[src/rtl/lhs_pkg.sv]
// ----------------------------------------------------------------------------
// Latency histogram statistics package
// Widths, slot counts and register map shared by the statistics unit.
// ----------------------------------------------------------------------------
package lhs_pkg;

	// Width of a sample and of every statistic.
	localparam int DATA_W = 32;

	// Edge registers that exist, and how many of them take part in binning.
	localparam int EDGE_SLOTS = 4;
	localparam int NUM_EDGES  = 4;

	// Bins 0 to EDGE_SLOTS-1, then the overflow bin.
	localparam int BIN_SLOTS = EDGE_SLOTS + 1;
	localparam int BIN_OVER  = EDGE_SLOTS;

	// Register port: one 32-bit word per edge register at byte address 4*i.
	localparam int EDGE_IDX_W = $clog2(EDGE_SLOTS);
	localparam int ADDR_W     = EDGE_IDX_W + 2;

	// Divider step counter.
	localparam int CNT_W = $clog2(DATA_W);

	typedef logic [DATA_W-1:0] word_t;

endpackage

[src/rtl/latency_histogram_stats_unit.sv]
// The result word is registered after bit-serial division for the mean: the
// divider runs in S_DIV, then S_HOLD registers the word once the output is free.
// The radix-2 divider keeps in_stall high from the taken sample until its word
// is loaded. A new sample is taken while the previous result word still waits.
// Reset (arst_n low) clears all statistics and counters and sets every edge
// register to all ones; no clearing pass is needed.
// ----------------------------------------------------------------------------
// Latency histogram statistics unit
// Keeps running minimum, maximum, sum, count, mean, drop count and a
// five-bin histogram of latency samples, reporting all of them per sample.
// ----------------------------------------------------------------------------
module latency_histogram_stats_unit #(
	parameter int NUM_EDGES = lhs_pkg::NUM_EDGES
) (
	input  logic                       clk,
	input  logic                       arst_n,
	input  logic                       psel,
	input  logic                       penable,
	input  logic                       pwrite,
	input  logic [lhs_pkg::ADDR_W-1:0] paddr,
	input  logic [31:0]                pwdata,
	output logic [31:0]                prdata,
	output logic                       pready,
	input  logic                       in_valid,
	output logic                       in_stall,
	input  lhs_pkg::word_t             sample,
	output logic                       out_valid,
	input  logic                       out_stall,
	output logic                       accepted,
	output lhs_pkg::word_t             sample_count,
	output lhs_pkg::word_t             min_value,
	output lhs_pkg::word_t             max_value,
	output lhs_pkg::word_t             total,
	output lhs_pkg::word_t             mean,
	output lhs_pkg::word_t             dropped,
	output lhs_pkg::word_t             hist_0,
	output lhs_pkg::word_t             hist_1,
	output lhs_pkg::word_t             hist_2,
	output lhs_pkg::word_t             hist_3,
	output lhs_pkg::word_t             hist_over
);

	typedef enum logic [1:0] {
		S_IDLE,
		S_DIV,
		S_HOLD
	} state_t;

	state_t                       state_q;
	lhs_pkg::word_t               edge_q [lhs_pkg::EDGE_SLOTS];
	lhs_pkg::word_t               acc_count_q;
	lhs_pkg::word_t               acc_min_q;
	lhs_pkg::word_t               acc_max_q;
	lhs_pkg::word_t               acc_sum_q;
	lhs_pkg::word_t               lost_q;
	lhs_pkg::word_t               bin_q [lhs_pkg::BIN_SLOTS];
	logic                         ok_q;

	// Divider: remainder, and the dividend that turns into the quotient.
	lhs_pkg::word_t               rem_q;
	lhs_pkg::word_t               dvd_q;
	logic [lhs_pkg::CNT_W-1:0]    bit_cnt_q;

	// Output word registers.
	logic                         out_valid_q;
	logic                         accepted_q;
	lhs_pkg::word_t               count_out_q;
	lhs_pkg::word_t               min_out_q;
	lhs_pkg::word_t               max_out_q;
	lhs_pkg::word_t               sum_out_q;
	lhs_pkg::word_t               mean_out_q;
	lhs_pkg::word_t               lost_out_q;
	lhs_pkg::word_t               hist_out_q [lhs_pkg::BIN_SLOTS];

	logic                         in_take;
	logic                         out_take;
	logic                         out_load;
	logic                         cfg_write;
	logic [lhs_pkg::EDGE_IDX_W-1:0] cfg_idx;
	logic [lhs_pkg::DATA_W:0]     sum_ext;
	logic                         ok;
	logic                         first;
	logic [lhs_pkg::BIN_SLOTS-1:0] bin_hot;
	logic [lhs_pkg::DATA_W:0]     shifted;
	logic [lhs_pkg::DATA_W:0]     diff;
	logic                         ge;
	lhs_pkg::word_t               rem_nxt;

	// Handshakes and the register port.
	assign in_take   = in_valid && !in_stall;
	assign out_take  = out_valid_q && !out_stall;
	assign out_load  = (state_q == S_HOLD) && (!out_valid_q || !out_stall);
	assign in_stall  = (state_q != S_IDLE);
	assign pready    = 1'b1;
	assign cfg_write = psel && penable && pwrite && pready;
	assign cfg_idx   = paddr[lhs_pkg::ADDR_W-1:2];
	assign prdata    = edge_q[cfg_idx];

	// Overflow check on the running sum, and whether this is a first sample.
	assign sum_ext = {1'b0, acc_sum_q} + {1'b0, sample};
	assign ok      = !sum_ext[lhs_pkg::DATA_W];
	assign first   = (acc_count_q == '0);

	// Bin selection: the first active edge at or above the sample wins.
	always_comb begin
		logic found;
		found = 1'b0;
		for (int i = 0; i < lhs_pkg::EDGE_SLOTS; i++) begin
			logic hit;
			hit = (i >= NUM_EDGES) || (sample <= edge_q[i]);
			bin_hot[i] = hit && !found;
			found = found || hit;
		end
		bin_hot[lhs_pkg::BIN_OVER] = !found;
	end

	// One restoring divide step: shift in a dividend bit, subtract if it fits.
	assign shifted = {rem_q, dvd_q[lhs_pkg::DATA_W-1]};
	assign diff    = shifted - {1'b0, acc_count_q};
	assign ge      = (shifted >= {1'b0, acc_count_q});
	assign rem_nxt = ge ? diff[lhs_pkg::DATA_W-1:0] : shifted[lhs_pkg::DATA_W-1:0];

	// Edge registers.
	always_ff @(posedge clk or negedge arst_n) begin
		if (!arst_n) begin
			for (int i = 0; i < lhs_pkg::EDGE_SLOTS; i++) begin
				edge_q[i] <= '1;
			end
		end else if (cfg_write) begin
			edge_q[cfg_idx] <= pwdata;
		end
	end

	// Sequencer, statistics and the output word.
	always_ff @(posedge clk or negedge arst_n) begin
		if (!arst_n) begin
			state_q     <= S_IDLE;
			out_valid_q <= 1'b0;
			acc_count_q <= '0;
			acc_min_q   <= '0;
			acc_max_q   <= '0;
			acc_sum_q   <= '0;
			lost_q      <= '0;
			ok_q        <= 1'b0;
			rem_q       <= '0;
			dvd_q       <= '0;
			bit_cnt_q   <= '0;
			accepted_q  <= 1'b0;
			count_out_q <= '0;
			min_out_q   <= '0;
			max_out_q   <= '0;
			sum_out_q   <= '0;
			mean_out_q  <= '0;
			lost_out_q  <= '0;
			for (int i = 0; i < lhs_pkg::BIN_SLOTS; i++) begin
				bin_q[i]      <= '0;
				hist_out_q[i] <= '0;
			end
		end else begin
			if (out_take && !out_load) begin
				out_valid_q <= 1'b0;
			end
			case (state_q)
				S_IDLE: begin
					if (in_take) begin
						ok_q <= ok;
						if (ok) begin
							acc_min_q   <= (first || sample < acc_min_q) ? sample : acc_min_q;
							acc_max_q   <= (first || sample > acc_max_q) ? sample : acc_max_q;
							acc_sum_q   <= sum_ext[lhs_pkg::DATA_W-1:0];
							acc_count_q <= acc_count_q + lhs_pkg::word_t'(1);
							for (int i = 0; i < lhs_pkg::BIN_SLOTS; i++) begin
								if (bin_hot[i]) begin
									bin_q[i] <= bin_q[i] + lhs_pkg::word_t'(1);
								end
							end
							dvd_q <= sum_ext[lhs_pkg::DATA_W-1:0];
						end else begin
							lost_q <= lost_q + lhs_pkg::word_t'(1);
							dvd_q  <= acc_sum_q;
						end
						rem_q     <= '0;
						bit_cnt_q <= lhs_pkg::CNT_W'(lhs_pkg::DATA_W - 1);
						state_q   <= S_DIV;
					end
				end
				S_DIV: begin
					rem_q     <= rem_nxt;
					dvd_q     <= {dvd_q[lhs_pkg::DATA_W-2:0], ge};
					bit_cnt_q <= bit_cnt_q - lhs_pkg::CNT_W'(1);
					if (bit_cnt_q == '0) begin
						state_q <= S_HOLD;
					end
				end
				S_HOLD: begin
					// Load the word once the previous one has gone.
					if (out_load) begin
						out_valid_q <= 1'b1;
						accepted_q  <= ok_q;
						count_out_q <= acc_count_q;
						min_out_q   <= acc_min_q;
						max_out_q   <= acc_max_q;
						sum_out_q   <= acc_sum_q;
						mean_out_q  <= first ? '0 : dvd_q;
						lost_out_q  <= lost_q;
						for (int i = 0; i < lhs_pkg::BIN_SLOTS; i++) begin
							hist_out_q[i] <= bin_q[i];
						end
						state_q <= S_IDLE;
					end
				end
				default: begin
					state_q <= S_IDLE;
				end
			endcase
		end
	end

	assign out_valid    = out_valid_q;
	assign accepted     = accepted_q;
	assign sample_count = count_out_q;
	assign min_value    = min_out_q;
	assign max_value    = max_out_q;
	assign total        = sum_out_q;
	assign mean         = mean_out_q;
	assign dropped      = lost_out_q;
	assign hist_0       = hist_out_q[0];
	assign hist_1       = hist_out_q[1];
	assign hist_2       = hist_out_q[2];
	assign hist_3       = hist_out_q[3];
	assign hist_over    = hist_out_q[lhs_pkg::BIN_OVER];

	// A taken sample always starts the divider.
	a_take_starts_div: assert property (@(posedge clk) disable iff (!arst_n)
		in_take |=> state_q == S_DIV)
		else $error("sample taken but divider not started");

	// The last divide step hands over to the output stage.
	a_div_ends: assert property (@(posedge clk) disable iff (!arst_n)
		(state_q == S_DIV && bit_cnt_q == '0) |=> state_q == S_HOLD)
		else $error("divider ran past its last step");

	// A word is only raised from the output stage.
	a_valid_from_hold: assert property (@(posedge clk) disable iff (!arst_n)
		$rose(out_valid_q) |-> $past(state_q == S_HOLD))
		else $error("output word raised outside the output stage");

	// The mean never exceeds the sum, and minimum never exceeds maximum.
	a_word_consistent: assert property (@(posedge clk) disable iff (!arst_n)
		out_valid_q |-> (mean_out_q <= sum_out_q) &&
			(count_out_q == '0 || min_out_q <= max_out_q))
		else $error("inconsistent statistics in output word");

endmodule

[config.mk]
export PLATFORM = sky130hd
export DESIGN_NAME = latency_histogram_stats_unit
export DESIGN_NICKNAME = d
export VERILOG_FILES = /design/src/rtl/lhs_pkg.sv /design/src/rtl/latency_histogram_stats_unit.sv
export SDC_FILE = /design/constraint.sdc
export NUM_CORES = 2
export LEC_CHECK = 0
export ABC_AREA = 0
export BUFFER_PORTS_ARGS = -buffer_cell sky130_fd_sc_hd__clkbuf_2
export CAP_MARGIN = 20
export CORE_ASPECT_RATIO = 0.75
export CORE_UTILIZATION = 45
export CTS_CLUSTER_DIAMETER = 80
export DETAILED_ROUTE_END_ITERATION = 12
export HOLD_SLACK_MARGIN = 0.08
export MAX_ROUTING_LAYER = met4
export PLACE_DENSITY_LB_ADDON = 0.05
export REMOVE_ABC_BUFFERS = 1
export SLEW_MARGIN = 20
export SYNTH_ARGS = -nofsm -noshare
export SYNTH_HDL_FRONTEND = slang
export SYNTH_SLANG_ARGS = --single-unit
[constraint.sdc]
create_clock -name clk -period 7.4 [get_ports clk]
set_clock_uncertainty 0.2 [all_clocks]
set_input_delay 0.37 -clock clk [delete_from_list [all_inputs] [get_ports clk]]
set_output_delay 0.37 -clock clk [all_outputs]
set_load 0.01 [all_outputs]
# Word level (Yosys, flattened, before mapping)
# Cells that the tools add are included.
dict set report totals {
  reg_bits 874
  elab_cells 123
  output_inout_bits 388
  in_bits 75
}
dict set report op_classes {
  n_addsub 10
  n_reduce_logical 42
  magnitude_cmp 9
  mux 22
  n_eq_ne 5
  bitwise 3
}
# op count
set ops {}
lappend ops {{2-to-1 mux 32 bit} 8}
lappend ops {{adder 32 x 1 -> 32 bit, second input constant} 7}
lappend ops {{bitwise mux 128 bit} 1}
lappend ops {{less-or-equal comparator 32 bit} 4}
lappend ops {{one-hot mux 32 bit (2 select lines)} 2}
lappend ops {{binary-select mux 32 bit (select 2 bit)} 1}
lappend ops {{demux 32 bit (select 2 bit)} 1}
lappend ops {{adder 32 x 32 -> 33 bit} 1}
lappend ops {{greater-or-equal comparator 33 x 32 -> 1 bit} 1}
lappend ops {{greater-than comparator 32 bit} 1}
lappend ops {{zero test 32 bit} 1}
lappend ops {{less-than comparator 32 bit} 1}
lappend ops {{subtractor 32 bit} 1}
lappend ops {{AND reduction 4 bit} 7}
lappend ops {{logical AND 1 bit} 10}
lappend ops {{one-hot mux 5 bit (2 select lines)} 1}
lappend ops {{AND reduction 3 bit} 3}
lappend ops {{zero test 1 bit} 8}
lappend ops {{logical OR 1 bit} 6}
lappend ops {{2-to-1 mux 2 bit} 3}
lappend ops {{!= test 2 bit, second input constant} 3}
lappend ops {{one-hot mux 2 bit (3 select lines)} 1}
lappend ops {{AND reduction 2 bit} 3}
lappend ops {{zero test 5 bit} 1}
lappend ops {{other kinds (11)} 15}

# Depth between registers and ports, before layout
dict set report logic_depth {
  word_depth 8
  ltp_mapped 13
  ltp_nobuf 12
}

# Worst setup path after synthesis
# No wires, ideal clock.
dict set report synth_timing {
  kind {register to register}
  startpoint {register acc_sum_q[0]}
  endpoint {register bin_q[82] in the netlist's numbering}
  path_slack_ns 3.910
  arrival_time_ns 3.211
  period_less_slack_ns 3.490
  setup_time_ns 0.079
  path_buffers 1
  required_time_ns 7.121
  stages_incl_launch_ff 13
  path_cell_list {dfrtp_1 ha_1 fa_1 a211oi_1 o21bai_1 o2111a_1 o21a_4 o211ai_4 nand2_2 or3_4 buf_6 nor4_1 xor2_1}
}
dict set report synth_via {
  elab_chain_len 3
}
# element line_no
set synth_lines {}
lappend synth_lines {{start, declared} latency_histogram_stats_unit.sv:54} ;# lhs_pkg::word_t acc_sum_q;
lappend synth_lines {{start signal, assigned} latency_histogram_stats_unit.sv:170} ;# acc_sum_q <= sum_ext[lhs_pkg::DATA_W-1:0];
lappend synth_lines {{adder 32 x 32 -> 33 bit} latency_histogram_stats_unit.sv:100} ;# assign sum_ext = {1'b0, acc_sum_q} + {1'b0, sample};
lappend synth_lines {{NOT 1 bit (no source line)} --}
lappend synth_lines {{AND reduction 4 bit (no source line)} --}
lappend synth_lines {{end signal, assigned by index} latency_histogram_stats_unit.sv:174} ;# bin_q[i] <= bin_q[i] + lhs_pkg::word_t'(1);
lappend synth_lines {{end, declared} latency_histogram_stats_unit.sv:56} ;# lhs_pkg::word_t bin_q [lhs_pkg::BIN_SLOTS];
# Every way passes these cells.
# A chain may end at the register's enable or synchronous reset.

# Final worst setup path
dict set report layout_timing {
  startpoint {input sample[31]}
  endpoint {register bin_q[110] in the netlist's numbering}
}
dict set report layout_via {
  elab_chain_len 4
  word_cells_on_any_way 7
  cone_classes {1 x add/sub; 2 x order compare; 1 x bitwise; 3 x reduce/logical}
}
# element line_no
set layout_lines {}
lappend layout_lines {{start, declared} latency_histogram_stats_unit.sv:26} ;# input lhs_pkg::word_t sample,
lappend layout_lines {{less-or-equal comparator 32 bit} latency_histogram_stats_unit.sv:110} ;# hit = (i >= NUM_EDGES) || (sample <= edge_q[i]);
lappend layout_lines {{zero test 1 bit} latency_histogram_stats_unit.sv:111} ;# bin_hot[i] = hit && !found;
lappend layout_lines {{logical AND 1 bit} latency_histogram_stats_unit.sv:111}
lappend layout_lines {{AND reduction 4 bit (no source line) *} --}
# Every way passes the cells marked *; elsewhere a longest branch is shown, timed or not.

==> flow_summary.html <==
<table>
<tr><th>Metric</th><th>Value</th></tr>
<tr><th colspan="2">Run status</th></tr>
<tr><td>Outcome</td><td>complete, no violations</td></tr>
<tr><th colspan="2">Placed design</th></tr>
<tr><td>Placed wire-length estimate after detailed placement</td><td>84.79 mm</td></tr>
<tr><td>Routability congestion estimate from global placement</td><td>between 0.8 and 0.9</td></tr>
<tr><td>Total placed instance area</td><td>47500 µm²</td></tr>
<tr><td>Minimum setup slack after placement</td><td>2.551 ns</td></tr>
<tr><td>Port bufs</td><td>roughly 460</td></tr>
<tr><td>Number of placed instances with taps included</td><td>6036</td></tr>
<tr><th colspan="2">Synthesis</th></tr>
<tr><td>Share of synthesized area occupied by flip-flops and latches</td><td>approximately 50%</td></tr>
<tr><td>Main synth FF type</td><td>sky130_fd_sc_hd__dfrtp_1</td></tr>
<tr><td>Netlist cell types</td><td>84</td></tr>
<tr><td>Dominant cell by count in the synthesized netlist</td><td>sky130_fd_sc_hd__nand2_1</td></tr>
<tr><td>Most numerous cell types in the synthesized netlist</td><td>sky130_fd_sc_hd__nand2_1, sky130_fd_sc_hd__dfrtp_1, sky130_fd_sc_hd__o21ai_0</td></tr>
<tr><td>Area share of the leading cell type in the synthesized netlist</td><td>42.51%</td></tr>
<tr><td>Post-Synthesis Cell Area</td><td>43910 µm²</td></tr>
<tr><td>Largest area contributor in the netlist</td><td>sky130_fd_sc_hd__dfrtp_1</td></tr>
<tr><td>Area contributors post-synth</td><td>sky130_fd_sc_hd__dfrtp_1, sky130_fd_sc_hd__nand2_1, sky130_fd_sc_hd__dfstp_2, sky130_fd_sc_hd__ha_1, sky130_fd_sc_hd__mux2_2</td></tr>
<tr><td>Synth Instances</td><td>4429</td></tr>
<tr><td>Post-Synthesis Mean Instance Area</td><td>9.914 µm²</td></tr>
<tr><td>Number of synthesized flops with an enable pin</td><td>0</td></tr>
<tr><td>Async set or reset register ratio after synthesis</td><td>100.0%</td></tr>
<tr><td>Yosys synthesis warning count</td><td>0</td></tr>
<tr><td>Synthesis-stage register bit count</td><td>874</td></tr>
<tr><th colspan="2">Clock tree</th></tr>
<tr><td>Clock slew at the register clock pins of the worst setup and hold paths</td><td>around 0.06 ns</td></tr>
<tr><td>CTS tree</td><td>built</td></tr>
<tr><td>Clock tree buffer depth</td><td>3</td></tr>
<tr><td>Buffer cell driving the clock tree root</td><td>sky130_fd_sc_hd__clkbuf_16</td></tr>
<tr><td>Quantity of gates resized following cts</td><td>0</td></tr>
<tr><td>Clock buffers created by TritonCTS</td><td>93</td></tr>
<tr><td>Htree depth</td><td>3</td></tr>
<tr><td>Clock latency at the later pin of the worst-skew pair</td><td>0.68 ns</td></tr>
<tr><td>Clock sinks</td><td>874</td></tr>
<tr><th colspan="2">Final layout</th></tr>
<tr><td>Share of post-route cells with drive strength above 1</td><td>roughly a fifth</td></tr>
<tr><td>Signed area change from the synthesized netlist to the final layout</td><td>16.89%</td></tr>
<tr><td>Registers with the highest flip-flop counts</td><td>bin_q (160), edge_q (128)</td></tr>
<tr><td>Cell area after layout</td><td>51320 µm²</td></tr>
<tr><td>Final design utilization</td><td>approximately 53%</td></tr>
<tr><td>Layout Nets</td><td>5241</td></tr>
<tr><td>Register with the highest flop count</td><td>bin_q</td></tr>
<tr><td>Largest register FFs</td><td>160</td></tr>
<tr><td>Number of non-filler instances in the completed layout</td><td>6274</td></tr>
<tr><td>Fill cell count</td><td>between 8000 and 9000</td></tr>
<tr><th colspan="2">STA</th></tr>
<tr><td>Transition time at the pin with the least slew margin</td><td>roughly 1.1 ns</td></tr>
<tr><td>Number of hold violations in the final report</td><td>0</td></tr>
<tr><td>Final setup violating endpoints</td><td>0</td></tr>
<tr><td>Time the final worst path needs with I/O delays and setup</td><td>4.841 ns</td></tr>
<tr><td>Minimum setup slack in the final design</td><td>2.559 ns</td></tr>
<tr><td>Hold Slack</td><td>0.1187 ns</td></tr>
<tr><td>Final-report max-slew violation count</td><td>0</td></tr>
<tr><td>Period utilization</td><td>65.42%</td></tr>
<tr><td>Worst slew margin relative to its limit</td><td>26.34%</td></tr>
<tr><td>Unrepaired setup endpoints after global routing</td><td>no</td></tr>
<tr><td>Post-route setup TNS</td><td>0 ns</td></tr>
<tr><td>F_max</td><td>just over 200 MHz</td></tr>
<tr><th colspan="2">Setup path</th></tr>
<tr><td>Critical Path, Cell by Cell</td><td>dlygate4sd3_1, clkbuf_2, ha_1, nand4_1, nor4_1, nand3_1, a22o_1, a31oi_1, nor4b_4, and2_1, nand4_1, xnor2_1</td></tr>
<tr><td>Most common cell on crit path</td><td>sky130_fd_sc_hd__nand4_1</td></tr>
<tr><td>Worst Path Max Fanout</td><td>29</td></tr>
<tr><td>Critical Path End Type</td><td>register</td></tr>
<tr><td>Critical path depth</td><td>12</td></tr>
<tr><td>Data arrival, critical path</td><td>5.20 ns</td></tr>
<tr><td>Worst setup path category</td><td>input port to register</td></tr>
<tr><td>Crit-path max cell delay</td><td>0.87 ns</td></tr>
<tr><td>Critical path buffers and inverters</td><td>2</td></tr>
<tr><td>Endpoint required time on the critical path</td><td>7.76 ns</td></tr>
<tr><td>Max stage delay cell, worst path</td><td>sky130_fd_sc_hd__and2_1</td></tr>
<tr><td>FF-to-FF path depth</td><td>11</td></tr>
<tr><td>Critical path startpoint category</td><td>input port</td></tr>
<tr><td>Family with the most delay on the worst path</td><td>simple AND/OR/NAND/NOR gates</td></tr>
<tr><th colspan="2">Power</th></tr>
<tr><td>Sw frac</td><td>about a third</td></tr>
<tr><td>Combinational fraction of design power</td><td>between 30% and 40%</td></tr>
<tr><td>Total net switching power</td><td>5.643 mW</td></tr>
<tr><td>Highest ir drop seen on vdd</td><td>212.8 µV</td></tr>
<tr><td>Static leakage power</td><td>25.50 nW</td></tr>
<tr><td>Sequential group share of total power</td><td>a little under 40%</td></tr>
<tr><td>Clock share of power</td><td>29.3%</td></tr>
<tr><td>Pwr dens</td><td>320.7 nW/µm²</td></tr>
<tr><td>Total Power Consumption</td><td>16.46 mW</td></tr>
<tr><td>Internal power contribution</td><td>10.82 mW</td></tr>
<tr><th colspan="2">GRT</th></tr>
<tr><td>Via count of the first global-routing pass</td><td>32370</td></tr>
<tr><td>Initial antenna violation count</td><td>5</td></tr>
<tr><td>Largest net degree at the start of global routing</td><td>175</td></tr>
<tr><td>Total congestion overflow after global routing</td><td>0</td></tr>
<tr><td>First-pass GRT wire length</td><td>approximately 190 mm</td></tr>
<tr><td>Total track usage</td><td>25.12%</td></tr>
<tr><th colspan="2">Drt</th></tr>
<tr><td>Average detailed-routed wire length per instance</td><td>19.09 µm</td></tr>
<tr><td>Via count of the routed design</td><td>~33000</td></tr>
<tr><td>Detailed-route DRC error count</td><td>0</td></tr>
<tr><td>Number of DRC markers after the initial detailed-route iteration</td><td>2189</td></tr>
<tr><td>Number of routed nets with antenna violations</td><td>0</td></tr>
<tr><td>First drt pass iteration count</td><td>5</td></tr>
<tr><td>Ratio of routed vias to standard cells</td><td>5.269</td></tr>
<tr><td>Total length of routed wires</td><td>roughly 120 mm</td></tr>
<tr><th colspan="2">Job</th></tr>
<tr><td>Max-capacitance violation count</td><td>0</td></tr>
<tr><th colspan="2">Floorplan</th></tr>
<tr><td>Initial core utilization</td><td>45.73%</td></tr>
<tr><td>Core region area</td><td>96010 µm²</td></tr>
<tr><td>Full die area</td><td>98840 µm²</td></tr>
<tr><td>Number of primary I/O pins</td><td>463</td></tr>
<tr><td>Standard-cell row count</td><td>98</td></tr>
<tr><td>Die Wd</td><td>362.7 µm</td></tr>
<tr><td>Y dimension of the die</td><td>272.5 µm</td></tr>
<tr><th colspan="2">Hold path</th></tr>
<tr><td>Hold WC Path Type</td><td>input port to async pin</td></tr>
</table>
==> kinds of logic (layout without fill, tap and decap cells) <==
kind of cell,after synthesis,count (layout),synth area share [%]
AO/OA/AOI/OAI,648,648,9.061
XOR/XNOR,271,271,5.405
adder cells (fa/ha/maj),267,267,7.642
buffers and inverters,458,1000,4.029
flip-flops,874,874,50.17
multiplexers,208,208,6.095
other,1,4,0.008540
AND/OR/NAND/NOR,1702,1702,17.58
==> power by group through the flow <==
stage / Combinational (mW) / Sequential [mW] / Clock [mW]
finish: 5.28 / 6.36 / 4.82
global route: 5.96 / 6.47 / 5.13
CTS: 5.29 / 6.35 / 4.95
floorplan: 3.70 / 6.30 / 0
detailed placement: 5.24 / 6.43 / 0
global placement: 5.17 / 6.41 / 0
==> per-layer routing <==
layer,part of all wire (%),vias to the layer above,track usage (%),wire length (µm)
li1,-,16140,-,-
met1,49,16120,36.13,58560
met2,44,648,36.63,52840
met3,4.8,157,4.604,5725
met4,2.2,0,6.052,2638
met5,0,-,-,0
==> layout make-up <==
cell class              instances  area [µm²]  share of cell area (%)
flip-flops and latches        874       22030                   42.93
multi-input cells            3097       20170                   39.31
repair buffers                564        3341                   6.509
clock buffers                 138        2749                   5.356
well taps                    1300        1627                   3.169
inverters                     269        1010                   1.967
clock inverters                29       386.6                  0.7533
diodes                          3       7.507                 0.01463
==> cells in the final DEF (no fill, tap or decap), types with 10 or more instances in the layout <==
| cell type | synthesis | routed |
|---|---|---|
| sky130_fd_sc_hd__nor3_2 | 8 | 10 |
| sky130_fd_sc_hd__mux2_2 | 155 | 155 |
| sky130_fd_sc_hd__clkbuf_1 | 144 | 22 |
| sky130_fd_sc_hd__nor2_1 | 94 | 90 |
| sky130_fd_sc_hd__clkbuf_8 | 0 | 21 |
| sky130_fd_sc_hd__nand3_1 | 191 | 191 |
| sky130_fd_sc_hd__clkbuf_16 | 0 | 95 |
| sky130_fd_sc_hd__nand2_1 | 1032 | 1031 |
| sky130_fd_sc_hd__and3_1 | 61 | 61 |
| sky130_fd_sc_hd__nor3_1 | 46 | 44 |
| sky130_fd_sc_hd__dfrtp_1 | 746 | 746 |
| sky130_fd_sc_hd__xnor2_1 | 190 | 190 |
| sky130_fd_sc_hd__dfstp_2 | 128 | 128 |
| sky130_fd_sc_hd__mux4_2 | 32 | 32 |
| sky130_fd_sc_hd__a22oi_1 | 19 | 19 |
| sky130_fd_sc_hd__dlygate4sd3_1 | 0 | 68 |
| sky130_fd_sc_hd__and4_1 | 19 | 19 |
| sky130_fd_sc_hd__clkbuf_2 | 0 | 458 |
| sky130_fd_sc_hd__a221o_1 | 11 | 11 |
| sky130_fd_sc_hd__mux2i_1 | 21 | 21 |
| sky130_fd_sc_hd__o211ai_1 | 20 | 20 |
| sky130_fd_sc_hd__a21o_1 | 60 | 60 |
| sky130_fd_sc_hd__ha_1 | 265 | 265 |
| sky130_fd_sc_hd__o21a_1 | 15 | 15 |
| sky130_fd_sc_hd__o21ai_0 | 299 | 299 |
| sky130_fd_sc_hd__nor4_1 | 39 | 39 |
| sky130_fd_sc_hd__buf_4 | 3 | 31 |
| sky130_fd_sc_hd__and2_1 | 20 | 20 |
| sky130_fd_sc_hd__xor2_1 | 81 | 81 |
| sky130_fd_sc_hd__inv_1 | 269 | 269 |
| sky130_fd_sc_hd__clkinv_2 | 0 | 12 |
| sky130_fd_sc_hd__nand2b_1 | 20 | 19 |
| sky130_fd_sc_hd__nand4_1 | 115 | 115 |
| sky130_fd_sc_hd__a21oi_1 | 118 | 117 |
| sky130_fd_sc_hd__nor2b_1 | 12 | 11 |
| sky130_fd_sc_hd__a211oi_1 | 14 | 13 |
| sky130_fd_sc_hd__o21bai_1 | 10 | 10 |
| sky130_fd_sc_hd__a31oi_1 | 10 | 10 |
==> path summary, 6_finish.rpt <==
check	endpoint	from	slack (ns)
max	bin_q[110]	sample[31]	2.56
max in group asynchronous	max_value[19]	arst_n	5.15
max reg2reg	bin_q[110]	edge_q[77]	2.57
min in group clk	rem_q[1]	in_valid	0.16
min	rem_q[9]	arst_n	0.12
min reg2reg	bin_q[127]	bin_q[127]	0.27
==> timing repair <==
item / CTS / global route
endpoints found under the hold margin: 284 / 0
setup buffers: 0 / 0
hold buffers: 68 / 0
==> worst register-to-register path: stages, from the launching register on <==
cell,delay [ns]
sky130_fd_sc_hd__dfstp_2,0.53
sky130_fd_sc_hd__inv_1,0.06
sky130_fd_sc_hd__ha_1,0.29
sky130_fd_sc_hd__nand4_1,0.16
sky130_fd_sc_hd__nor3_1,0.50
sky130_fd_sc_hd__nand3_1,0.17
sky130_fd_sc_hd__a22o_1,0.26
sky130_fd_sc_hd__a31oi_1,0.65
sky130_fd_sc_hd__nor4b_4,0.58
sky130_fd_sc_hd__and2_1,0.88
sky130_fd_sc_hd__nand4_1,0.24
sky130_fd_sc_hd__xnor2_1,0.19
Power figures use the tool's default switching activity.
